===== src/rtl/bsr_pkg.sv =====
// ----------------------------------------------------------------------------
// bsr_pkg
// Shared types and constants of the brush stroke rasteriser.
// ----------------------------------------------------------------------------
`default_nettype none

package bsr_pkg;

  localparam logic [7:0] PIX_FULL     = 8'd255;
  localparam logic [5:0] RADIUS_RESET = 6'd10;

  // Q16 centre and point coordinates, signed
  localparam int QW = 29;

  // shared divider
  localparam int DIV_NW = 26;
  localparam int DIV_DW = 10;

  localparam logic [2:0] REG_BRUSH_RADIUS = 3'd0;

  typedef enum logic [1:0] {
    OP_CLEAR = 2'd0,
    OP_DRAW  = 2'd1,
    OP_READ  = 2'd2,
    OP_NONE  = 2'd3
  } op_t;

  typedef struct packed {
    logic       start;
    logic [9:0] su;
    logic [9:0] sv;
    logic [9:0] eu;
    logic [9:0] ev;
    logic [5:0] radius;
  } pen_cmd_t;

endpackage

`default_nettype wire


===== src/rtl/bsr_div.sv =====
// ----------------------------------------------------------------------------
// bsr_div
// Restoring unsigned divider, one quotient bit per cycle.
// ----------------------------------------------------------------------------
`default_nettype none

module bsr_div
  import bsr_pkg::*;
(
  input  wire logic              clk,
  input  wire logic              rst_n,
  input  wire logic              start,
  input  wire logic [DIV_NW-1:0] dividend,
  input  wire logic [DIV_DW-1:0] divisor,
  output logic                   done,
  output logic      [DIV_NW-1:0] quot,
  output logic      [DIV_DW-1:0] rem
);

  localparam int CNTW = $clog2(DIV_NW + 1);

  logic            busy_r;
  logic            done_r;
  logic [CNTW-1:0] cnt_r;
  logic [DIV_NW-1:0] quo_r;
  logic [DIV_DW-1:0] rem_r;
  logic [DIV_DW-1:0] dvs_r;
  logic [DIV_DW:0]   shifted;
  logic [DIV_DW:0]   diff;
  logic              ge;

  always_comb begin
    shifted = {rem_r, quo_r[DIV_NW-1]};
    diff    = shifted - {1'b0, dvs_r};
    ge      = shifted >= {1'b0, dvs_r};
  end

  always_ff @(posedge clk) begin
    if (!rst_n) begin
      busy_r <= 1'b0;
      done_r <= 1'b0;
      cnt_r  <= '0;
    end else begin
      if (start) begin
        busy_r <= 1'b1;
        done_r <= 1'b0;
        cnt_r  <= CNTW'(DIV_NW);
      end else if (busy_r) begin
        cnt_r  <= cnt_r - 1'b1;
        done_r <= cnt_r == CNTW'(1);
        if (cnt_r == CNTW'(1)) begin
          busy_r <= 1'b0;
        end
      end else begin
        done_r <= 1'b0;
      end
    end
  end

  always_ff @(posedge clk) begin
    if (start) begin
      rem_r <= '0;
      quo_r <= dividend;
      dvs_r <= divisor;
    end else if (busy_r) begin
      rem_r <= ge ? diff[DIV_DW-1:0] : shifted[DIV_DW-1:0];
      quo_r <= {quo_r[DIV_NW-2:0], ge};
    end
  end

  assign done = done_r;
  assign quot = quo_r;
  assign rem  = rem_r;

endmodule

`default_nettype wire


===== src/rtl/bsr_pen.sv =====
// ----------------------------------------------------------------------------
// bsr_pen
// Segment stepper and disk stamper: read-modify-write of the frame store.
// ----------------------------------------------------------------------------
`default_nettype none

module bsr_pen
  import bsr_pkg::*;
#(
  parameter int FRAME_DIM = 512,
  parameter int CW        = 9,
  parameter int AW        = 18
) (
  input  wire logic          clk,
  input  wire logic          rst_n,
  input  wire pen_cmd_t      cmd,
  output logic               done,
  output logic               mem_we,
  output logic [AW-1:0]      mem_waddr,
  output logic [7:0]         mem_wdata,
  output logic [AW-1:0]      mem_raddr,
  input  wire logic [7:0]    mem_rdata
);

  typedef enum logic [8:0] {
    P_IDLE   = 9'b000000001,
    P_SEGDIV = 9'b000000010,
    P_STAMP  = 9'b000000100,
    P_SHST   = 9'b000001000,
    P_SHWAIT = 9'b000010000,
    P_PTRD   = 9'b000100000,
    P_PTCHK  = 9'b001000000,
    P_FILL   = 9'b010000000,
    P_NEXT   = 9'b100000000
  } pen_state_t;

  localparam logic signed [QW-1:0] FDQ  = QW'(FRAME_DIM * 65536);
  localparam logic [AW-1:0]        FDA  = AW'(FRAME_DIM);
  localparam logic signed [11:0]   FDM1 = 12'(FRAME_DIM - 1);
  localparam logic [12:0]          FD13 = 13'(FRAME_DIM);

  pen_state_t state_r;
  logic       done_r;

  // segment
  logic        vmaj_r, dir_neg_r, min_neg_r;
  logic [9:0]  dm_r, maj_r, smin_r, rem_r, ra_r;
  logic [10:0] left_r;
  logic [26:0] q_r;
  logic [16:0] qa_r;
  logic [5:0]  rad_r;

  // disk
  logic signed [QW-1:0] rc_r, cc_r;
  logic signed [11:0]   x_r, y_r, err_r;
  logic [2:0]           pt_r;
  logic [7:0]           shade_r;
  logic [CW-1:0]        prow_r;
  logic [AW-1:0]        paddr_r;
  logic signed [11:0]   fcol_r, fhi_r;

  // divider
  logic              div_start, div_done;
  logic [DIV_NW-1:0] div_nd, div_q;
  logic [DIV_DW-1:0] div_dv, div_r;

  // segment setup
  logic signed [10:0] du, dv;
  logic [9:0]         adu, adv, dm_c, dmin_c;
  logic               vmaj_c;

  // centre and step
  logic signed [QW-1:0] mq, maj_q, rc_c, cc_c;
  logic [10:0]          sum_rem;
  logic                 carry;

  // shade
  logic signed [11:0] n_sh;
  logic [DIV_NW-1:0]  nn;

  // midpoint update
  logic signed [11:0] y1, e1, x1, e2, xn, en;
  logic               xdec;

  // point
  logic signed [11:0] dr, dc, colv, tcv, lo_c, hi_c;
  logic signed [QW-1:0] row_s, col_s;
  logic [12:0]          rhi, chi;
  logic                 row_ok, col_ok;
  logic [CW-1:0]        row_i;
  logic [AW-1:0]        pt_addr, fill_addr;
  logic                 last_pt;

  bsr_div u_div (
    .clk      (clk),
    .rst_n    (rst_n),
    .start    (div_start),
    .dividend (div_nd),
    .divisor  (div_dv),
    .done     (div_done),
    .quot     (div_q),
    .rem      (div_r)
  );

  always_comb begin
    du     = $signed({1'b0, cmd.eu}) - $signed({1'b0, cmd.su});
    dv     = $signed({1'b0, cmd.ev}) - $signed({1'b0, cmd.sv});
    adu    = du[10] ? 10'(-du) : du[9:0];
    adv    = dv[10] ? 10'(-dv) : dv[9:0];
    vmaj_c = adu < adv;
    dm_c   = vmaj_c ? adv : adu;
    dmin_c = vmaj_c ? adu : adv;

    n_sh = $signed({6'b0, rad_r}) - err_r;
    nn   = n_sh > 12'sd0 ? DIV_NW'(n_sh[10:0]) : '0;

    div_start = (state_r == P_IDLE && cmd.start && dm_c != 10'd0) || (state_r == P_SHST);
    if (state_r == P_IDLE) begin
      div_nd = {dmin_c, 16'b0};
      div_dv = dm_c;
    end else begin
      div_nd = (nn << 8) - nn;
      div_dv = DIV_DW'(rad_r);
    end

    maj_q = $signed({{(QW-26){1'b0}}, maj_r, 16'b0});
    if (min_neg_r) begin
      mq = $signed({{(QW-26){1'b0}}, smin_r, 16'b0}) - $signed({{(QW-27){1'b0}}, q_r});
    end else begin
      mq = $signed({{(QW-26){1'b0}}, smin_r, 16'b0}) + $signed({{(QW-27){1'b0}}, q_r});
    end
    rc_c = vmaj_r ? FDQ - maj_q : FDQ - mq;
    cc_c = vmaj_r ? mq : maj_q;

    sum_rem = {1'b0, rem_r} + {1'b0, ra_r};
    carry   = sum_rem >= {1'b0, dm_r};

    y1   = y_r + 12'sd1;
    e1   = err_r + 12'sd1 + (y1 <<< 1);
    xdec = (((e1 - x_r) <<< 1) + 12'sd1) > 12'sd0;
    x1   = x_r - 12'sd1;
    e2   = e1 + 12'sd1 - (x1 <<< 1);
    xn   = xdec ? x1 : x_r;
    en   = xdec ? e2 : e1;

    case (pt_r)
      3'd0:    begin dr = x_r;  dc = y_r;  end
      3'd1:    begin dr = y_r;  dc = x_r;  end
      3'd2:    begin dr = -y_r; dc = x_r;  end
      3'd3:    begin dr = -x_r; dc = y_r;  end
      3'd4:    begin dr = -x_r; dc = -y_r; end
      3'd5:    begin dr = -y_r; dc = -x_r; end
      3'd6:    begin dr = y_r;  dc = -x_r; end
      default: begin dr = x_r;  dc = -y_r; end
    endcase

    row_s = rc_r + (QW'(dr) <<< 16);
    col_s = cc_r + (QW'(dc) <<< 16);
    rhi   = row_s[QW-1:16];
    chi   = col_s[QW-1:16];
    row_ok = row_s[QW-1] ? ((&rhi) && row_s[15:0] != 16'd0) : (rhi < FD13);
    col_ok = col_s[QW-1] ? ((&chi) && col_s[15:0] != 16'd0) : (chi < FD13);
    row_i  = row_s[QW-1] ? '0 : rhi[CW-1:0];
    colv   = col_s[QW-1] ? 12'sd0 : $signed({1'b0, chi[10:0]});
    tcv    = $signed({2'b0, cc_r[25:16]});
    if (dc[11]) begin
      lo_c = colv + 12'sd1;
      hi_c = (tcv > FDM1) ? FDM1 : tcv;
    end else begin
      lo_c = tcv;
      hi_c = colv - 12'sd1;
    end
    pt_addr   = AW'(row_i) * FDA + AW'(colv[CW-1:0]);
    fill_addr = AW'(prow_r) * FDA + AW'(fcol_r[CW-1:0]);
    last_pt   = pt_r == 3'd7;

    mem_raddr = pt_addr;
    mem_we    = 1'b0;
    mem_waddr = paddr_r;
    mem_wdata = shade_r;
    if (state_r == P_PTCHK && mem_rdata != PIX_FULL) begin
      mem_we = 1'b1;
    end else if (state_r == P_FILL) begin
      mem_we    = 1'b1;
      mem_waddr = fill_addr;
      mem_wdata = PIX_FULL;
    end
  end

  always_ff @(posedge clk) begin
    if (!rst_n) begin
      state_r <= P_IDLE;
      done_r  <= 1'b0;
    end else begin
      done_r <= (state_r == P_NEXT) && (left_r == 11'd0);
      unique case (state_r)
        P_IDLE: begin
          if (cmd.start) begin
            state_r <= (dm_c != 10'd0) ? P_SEGDIV : P_STAMP;
          end
        end
        P_SEGDIV: begin
          if (div_done) begin
            state_r <= P_STAMP;
          end
        end
        P_STAMP: begin
          state_r <= (rad_r == 6'd0) ? P_NEXT : P_SHST;
        end
        P_SHST: begin
          state_r <= P_SHWAIT;
        end
        P_SHWAIT: begin
          if (div_done) begin
            state_r <= P_PTRD;
          end
        end
        P_PTRD: begin
          if (row_ok && col_ok) begin
            state_r <= P_PTCHK;
          end else if (!last_pt) begin
            state_r <= P_PTRD;
          end else begin
            state_r <= (xn >= y1) ? P_SHST : P_NEXT;
          end
        end
        P_PTCHK: begin
          if (mem_rdata != PIX_FULL && fcol_r <= fhi_r) begin
            state_r <= P_FILL;
          end else if (!last_pt) begin
            state_r <= P_PTRD;
          end else begin
            state_r <= (xn >= y1) ? P_SHST : P_NEXT;
          end
        end
        P_FILL: begin
          if (fcol_r == fhi_r) begin
            if (!last_pt) begin
              state_r <= P_PTRD;
            end else begin
              state_r <= (xn >= y1) ? P_SHST : P_NEXT;
            end
          end
        end
        P_NEXT: begin
          if (left_r == 11'd0) begin
            state_r <= P_IDLE;
          end else begin
            state_r <= P_STAMP;
          end
        end
        default: state_r <= P_IDLE;
      endcase
    end
  end

  always_ff @(posedge clk) begin
    unique case (state_r)
      P_IDLE: begin
        vmaj_r    <= vmaj_c;
        dir_neg_r <= vmaj_c ? dv[10] : du[10];
        min_neg_r <= vmaj_c ? du[10] : dv[10];
        dm_r      <= dm_c;
        maj_r     <= vmaj_c ? cmd.sv : cmd.su;
        smin_r    <= vmaj_c ? cmd.su : cmd.sv;
        left_r    <= {1'b0, dm_c};
        rad_r     <= cmd.radius;
        q_r       <= '0;
        rem_r     <= '0;
        qa_r      <= '0;
        ra_r      <= '0;
      end
      P_SEGDIV: begin
        if (div_done) begin
          qa_r <= div_q[16:0];
          ra_r <= div_r;
        end
      end
      P_STAMP: begin
        rc_r  <= rc_c;
        cc_r  <= cc_c;
        x_r   <= $signed({6'b0, rad_r});
        y_r   <= 12'sd0;
        err_r <= 12'sd0;
      end
      P_SHST: begin
        pt_r <= 3'd0;
      end
      P_SHWAIT: begin
        if (div_done) begin
          shade_r <= (div_q > DIV_NW'(255)) ? PIX_FULL : div_q[7:0];
        end
      end
      P_PTRD: begin
        prow_r  <= row_i;
        paddr_r <= pt_addr;
        fcol_r  <= lo_c;
        fhi_r   <= hi_c;
        if (!(row_ok && col_ok)) begin
          pt_r <= pt_r + 3'd1;
          if (last_pt) begin
            x_r <= xn; y_r <= y1; err_r <= en;
          end
        end
      end
      P_PTCHK: begin
        if (!(mem_rdata != PIX_FULL && fcol_r <= fhi_r)) begin
          pt_r <= pt_r + 3'd1;
          if (last_pt) begin
            x_r <= xn; y_r <= y1; err_r <= en;
          end
        end
      end
      P_FILL: begin
        fcol_r <= fcol_r + 12'sd1;
        if (fcol_r == fhi_r) begin
          pt_r <= pt_r + 3'd1;
          if (last_pt) begin
            x_r <= xn; y_r <= y1; err_r <= en;
          end
        end
      end
      P_NEXT: begin
        if (left_r != 11'd0) begin
          left_r <= left_r - 11'd1;
          maj_r  <= dir_neg_r ? maj_r - 10'd1 : maj_r + 10'd1;
          q_r    <= q_r + 27'(qa_r) + 27'(carry);
          rem_r  <= carry ? 10'(sum_rem - {1'b0, dm_r}) : sum_rem[9:0];
        end
      end
      default: begin
      end
    endcase
  end

  assign done = done_r;

endmodule

`default_nettype wire


===== config.mk =====
export PLATFORM = sky130hd
export DESIGN_NAME = bsr_pen
export DESIGN_NICKNAME = d
export VERILOG_FILES = /design/src/rtl/bsr_pkg.sv /design/src/rtl/bsr_div.sv /design/src/rtl/bsr_pen.sv
export SDC_FILE = /design/constraint.sdc
export NUM_CORES = 1
export LEC_CHECK = 0
export BUFFER_PORTS_ARGS = -buffer_cell sky130_fd_sc_hd__buf_2
export CAP_MARGIN = 20
export CORE_MARGIN = 2
export CORE_UTILIZATION = 48
export CTS_BUF_LIST = sky130_fd_sc_hd__clkbuf_4 sky130_fd_sc_hd__clkbuf_8 sky130_fd_sc_hd__clkbuf_16
export CTS_CLUSTER_DIAMETER = 30
export DETAILED_ROUTE_END_ITERATION = 10
export SLEW_MARGIN = 20
export SYNTH_ARGS = -nofsm -noshare
export SYNTH_HDL_FRONTEND = slang
export SYNTH_SLANG_ARGS = --single-unit
export TNS_END_PERCENT = 30

===== constraint.sdc =====
create_clock -name clk -period 13.8 [get_ports clk]
set_clock_uncertainty 0.2 [all_clocks]
set_input_delay 0.69 -clock clk [delete_from_list [all_inputs] [get_ports clk]]
set_output_delay 0.69 -clock clk [all_outputs]
set_load 0.005 [all_outputs]

### Word level (Yosys, flattened, before mapping)

Cells that the tools add are included.
W data, S select, Z words.

| storage, ports and cells | value |
|---|---|
| memory bits (read-only) | 0 |
| logic and storage cells | 233 |
| bits in writable memories | 0 |
| memories kept | 0 |
| register bits after elaboration | 333 |
| bits in latches | 0 |

| cells by class | value |
|---|---|
| reduce and logical (&&, ||, !) cells | 38 |
| div/mod/pow operators | 0 |
| add/subtract/negate cells | 37 |
| eq/ne operators | 26 |
| bitwise operators | 2 |
| multiply operators | 0 |
| muxes and demuxes | 85 |
| order comparisons | 11 |
| shift-type cells | 0 |

Operators with widths:

| cell | count |
|---|---|
| $mux W12 | 16 |
| $pmux W12 S4 | 3 |
| $mux W10 | 13 |
| $mux W26 | 4 |
| $mux W9 | 10 |
| $pmux W9 S9 | 1 |
| $pmux W12 S3 | 2 |
| $add A12 B2 Y12 const B | 5 |
| $pmux W10 S2 | 3 |
| $add A29 B28 Y29 | 2 |
| $mux W29 | 2 |
| $pmux W27 S2 | 1 |
| $add A18 B9 Y18 | 2 |
| $mux W18 | 2 |
| $pmux W17 S2 | 1 |
| $mux W11 | 3 |
| $reduce_bool A16 Y1 | 2 |
| $sub A27 B29 Y29 const A | 1 |
| $add A26 B27 Y28 | 1 |
| $sub A26 B27 Y28 | 1 |
| $add A27 B1 Y27 | 1 |
| $add A27 B17 Y27 | 1 |
| $mux W27 | 1 |
| $sub A26 B26 Y27 const A | 1 |
| other kinds (67) | 120 |

### Longest topological paths before layout

| depth | value |
|---|---|
| depth after elaboration | 11 |
| gate-level depth with buffers | 29 |
| mapped depth without buffers | 28 |

### Modules after synthesis

From an unflattened synthesis, not the netlist that was laid out.

| unflattened totals | value |
|---|---|
| cell total of the unflattened synthesis | 2905 |
| area, all modules | 26066.2 µm² |

Modules (own cells, without submodules):

| module | times used | cells an instance | area an instance (µm²) |
|---|---|---|---|
| bsr_pen | 1 | 2668 | 23356.2 |
| bsr_div | 1 | 237 | 2710.1 |

### Worst setup path before layout

Ideal clock, no wire load.

| timing path | value |
|---|---|
| path type | flip-flop to flip-flop |
| start | reg state_r[7] |
| end | reg err_r[0], enable pin |
| library setup time | 0.427 ns |
| data required time | 13.173 ns |
| buffers on the path | 0 |
| setup slack | 3.989 ns |
| cell stages (with the launch flop) | 6 |
| arrival time | 9.183 ns |
| cell sequence | dfxtp_1 nor3_1 nand2_1 nor4b_1 inv_1 a21oi_1 |

| on the way | value |
|---|---|
| cells in the longest elaborated chain, start to end | 3 |
| elaborated cells on any way between the ends | 9 |

RTL lines:

| what | line | text |
|---|---|---|
| start: declaration | bsr_pen.sv:42 | `pen_state_t state_r;` |
| start signal: assignment | bsr_pen.sv:199 | `state_r <= (dm_c != 10'd0) ? P_SEGDIV : P_STAMP;` |
| start signal: assignment | bsr_pen.sv:208 | `state_r <= (rad_r == 6'd0) ? P_NEXT : P_SHST;` |
| start signal: assignment | bsr_pen.sv:224 | `state_r <= (xn >= y1) ? P_SHST : P_NEXT;` |
| $eq A9 B6 Y1 (tied with other cells) | bsr_pen.sv:258 | `unique case (state_r)` |
| $ne A2 B2 Y1 (no source line) (tied with other cells) | -- |  |
| $reduce_and A4 Y1 (no source line) * | -- |  |
| end signal: assignment | bsr_pen.sv:302 | `x_r <= xn; y_r <= y1; err_r <= en;` |
| end signal: assignment | bsr_pen.sv:310 | `x_r <= xn; y_r <= y1; err_r <= en;` |
| end signal: assignment | bsr_pen.sv:319 | `x_r <= xn; y_r <= y1; err_r <= en;` |
| end: declaration | bsr_pen.sv:55 | `logic signed [11:0] x_r, y_r, err_r;` |

Every way passes the cells marked *; elsewhere a longest branch is shown, timed or not.
A chain may end at the register's enable or synchronous reset.

### Worst setup path in the final report

| timing path | value |
|---|---|
| start | reg ra_r[0] |
| end | reg q_r[26] (data pin) |

| on the way | value |
|---|---|
| cells in the longest elaborated chain, start to end | 5 |

RTL lines:

| what | line | text |
|---|---|---|
| start: declaration | bsr_pen.sv:47 | `logic [9:0] dm_r, maj_r, smin_r, rem_r, ra_r;` |
| start signal: assignment | bsr_pen.sv:276 | `ra_r <= div_r;` |
| $add A10 B10 Y11 | bsr_pen.sv:135 | `sum_rem = {1'b0, rem_r} + {1'b0, ra_r};` |
| $ge A11 B10 Y1 | bsr_pen.sv:136 | `carry = sum_rem >= {1'b0, dm_r};` |
| $add A27 B1 Y27 | bsr_pen.sv:327 | `q_r <= q_r + 27'(qa_r) + 27'(carry);` |
| $mux W27 | bsr_pen.sv:324 | `if (left_r != 11'd0) begin` |
| $pmux W27 S2 | bsr_pen.sv:258 |  |
| end signal: assignment | bsr_pen.sv:327 |  |
| end: declaration | bsr_pen.sv:49 | `logic [26:0] q_r;` |

No other way between the ends. The select of a mux whose other input is x is not followed.

==> results.cfg <==
[finish]
drive_above_1_share_pct = 10.2
layout_commonest_cell = nor2_1
layout_common_cells = nor2_1, edfxtp_1, nand2_1
final_nets = 3386
n_antenna_cell = 0
syn_to_final_growth_pct = 15.4
final_core_util_pct = 56.2

[worst_setup_path]
cp.required_ns = 13.93
crit_type = reg2reg
cp_top_family = compound AO/OA/AOI/OAI gates
r2r_slack_ns = 6.06
cp_max_fo = 12
path_buf_inv = 1
max_stage_delay_ns = 0.59
worstSetupStartpointType = flip-flop
cp_data_arrival_time_ns = 7.87
slowest_stage = a2111oi_0
end_kind = flip-flop
reg2regPathDepth = 29
reg2reg_to = q_r[26]
crit_top_cell = a21oi_1
regToRegStartpoint = ra_r[0]

[die]
initial_core_util_pct = 48.7
die_area_um2 = 56800
die_w_um = 238
die_h_um = 238
ios = 103
fp-row-count = 85
core_area_um2 = 54000

[power]
peakVddDrop_v = 0.000156
pwr-share-clk_pct = 36.2
combPwrFrac_pct = 36.9
p_switching_mw = 2.07
netSwitchingFraction_pct = 37.2
powerDensity_nw_per_um2 = 183
intPower_mw = 3.50
pwr-share-seq_pct = 26.9
p_leak_nw = 12.5
power_mw = 5.56

[clocking]
cts_resized = 0
cts_sinks = 324
post_cts_buffers = 0
cts_tree = yes
cts_root_buffer = clkbuf_16
clockBufferDepth = 3
clkSlewWorstSetupHoldPaths_ns = 0.05
cts_hold_buf = 0
numCtsBuffers = 81
htree_levels = 3
insertion_delay_ns = 0.63

[synth]
async_flop_share_pct = 0
synth.distinct_cells = 87
synth_nets = 3292
synthFlopType = edfxtp_1
netlist_area_um2 = 26300
synth_seq_cells = 324
avgSynthCellArea_um2 = 8.77
yosys_warnings = 0
ys_seq_area_share_pct = 35.9
synth_edf_count = 297
synth_cells = 3002

[global_routing]
grt_max_degree = 70
grt_pass1_vias = 21500
gr-usage-all-layers_pct = 26.4
grt_pass1_wl_um = 119000
antenna_found_initial = 0
grt_overflow_total = 0

[worst_hold_path]
hold_depth = 1
hold_start = cmd[5]
holdPathEnd = rad_r[5]
hold_path_class = in2reg

[timing]
setup_tns_ns = 0
finalHoldViolCount = 0
worst_pin_slew_ns = 1.08
setup_violations = 0
fin_crit_sh_pct = 56.1
rsz0062_at_grt = false
slew_headroom_pct = 27.5
setup_slack_ns = 6.06
final.min_clock_period_ns = 7.74
whs_ns = 0.0422
final_max_slew_viol_count = 0
max_freq_ghz = 0.129

[placement]
gp_congestion = 0.944
post-dp-hpwl_um = 57300
pre_cts_slack_ns = 5.95
numPortBuffers = 102

[status]
status = completed

[routing]
drtIter0Drc = 1848
via_count = 22400
detail_route.drc_violations = 0
routed_wl_um = 75200
dr.pass1.iters = 6
drt.antenna.violating_nets = 0
wire_per_inst_um = 19.5
avgViaCountPerCell = 5.80

[run]
cap_violations = 0
-- sequential cells by signal, indices dropped and copies added, names as in the netlist, 10 cells and up --
name and cells:
fhi_r 12, qa_r 17, rem_r 10, rc_r 29
maj_r 10, q_r 27, smin_r 10, u_div.rem 10
x_r 12, y_r 12, left_r 11, ra_r 10
fcol_r 12, u_div.dvs_r 10, cc_r 29, err_r 12
u_div.quot 26, dm_r 10
-- power groups by stage --
stage                     combinational [mW]  clock (mW)  sequential (mW)
final                                   2.05        2.01             1.50
after global routing                    2.28        2.09             1.52
after CTS                               2.04        2.04             1.50
after detailed placement                2.03           0             1.51
after global placement                  2.00           0             1.51
after floorplan                         1.54           0             1.43
-- per-stage QoR --
step,area (um^2),cells
after floorplan,26300,3002
after global placement,27400,3709
final,30400,3859
after detailed placement,27400,3709
after CTS,30400,3859
after global routing,30400,3859
-- per-layer routing --
layer  global-route usage, %  vias to the layer above  part of all wire [%]
met2                    44.9                      694                    48
li1                        -                    11000                     -
met5                       0                        -                     0
met3                    4.41                      152                   5.5
met1                    34.2                    10600                    44
met4                    8.26                        0                   3.0
-- cell usage after synthesis, types with 28 or more instances --
library cell / instances / share of area, %
nor2_1: 336 / 4.8
xor2_1: 112 / 3.7
nand3_1: 85 / 1.6
nand2_1: 261 / 3.7
ha_1: 219 / 10
inv_1: 203 / 2.9
a211oi_1: 30 / 0.86
nor3_1: 72 / 1.4
nand4_1: 29 / 0.69
and2_1: 45 / 1.1
clkbuf_1: 97 / 1.4
a21oi_1: 212 / 4.0
a21o_1: 46 / 1.3
o21a_1: 30 / 0.86
xnor2_1: 175 / 5.8
edfxtp_1: 297 / 34
nor2b_1: 28 / 0.67
or3_1: 29 / 0.69
a31oi_1: 28 / 0.67
nand2b_1: 38 / 0.90
and3_1: 36 / 0.86
o21ai_0: 211 / 4.0
-- kinds of logic after synthesis --
logic type	Yosys count	share of synthesized area [%]
DFF	324	35.9
buffers and inverters	327	4.88
muxes	35	1.53
adders and majority gates	234	11.5
xor gates and xnor gates	287	9.54
and+or+nand+nor	1062	19.3
AOI/OAI and AO/OA	733	17.3
-- how the worst max path moves through the flow --
| stage | cells after the start | endpoint | from | slack [ns] |
|---|---|---|---|---|
| 3_5_place_dp | 22 | u_div.quot[22] | cmd[31] | 5.95 |
| 5_1_grt | 29 | q_r[20] | ra_r[0] | 5.29 |
| 3_3_place_gp | 29 | q_r[26] | rem_r[0] | 6.17 |
| 2_1_floorplan | 5 | err_r[0] | state_r[7] | 3.99 |
| 6_report | 29 | q_r[26] | ra_r[0] | 6.06 |
| 4_1_cts | 29 | q_r[26] | rem_r[0] | 6.05 |
-- layout make-up --
| type | instances | area, um^2 |
|---|---|---|
| tap | 696 | 871 |
| sequential | 324 | 9460 |
| multi-input combinational | 2351 | 15600 |
| clock inverter | 52 | 768 |
| clock buffer | 98 | 2170 |
| timing repair buffer | 127 | 698 |
| fill | 4900 | 23600 |
| inverter | 211 | 792 |
Power figures use the tool's default switching activity.
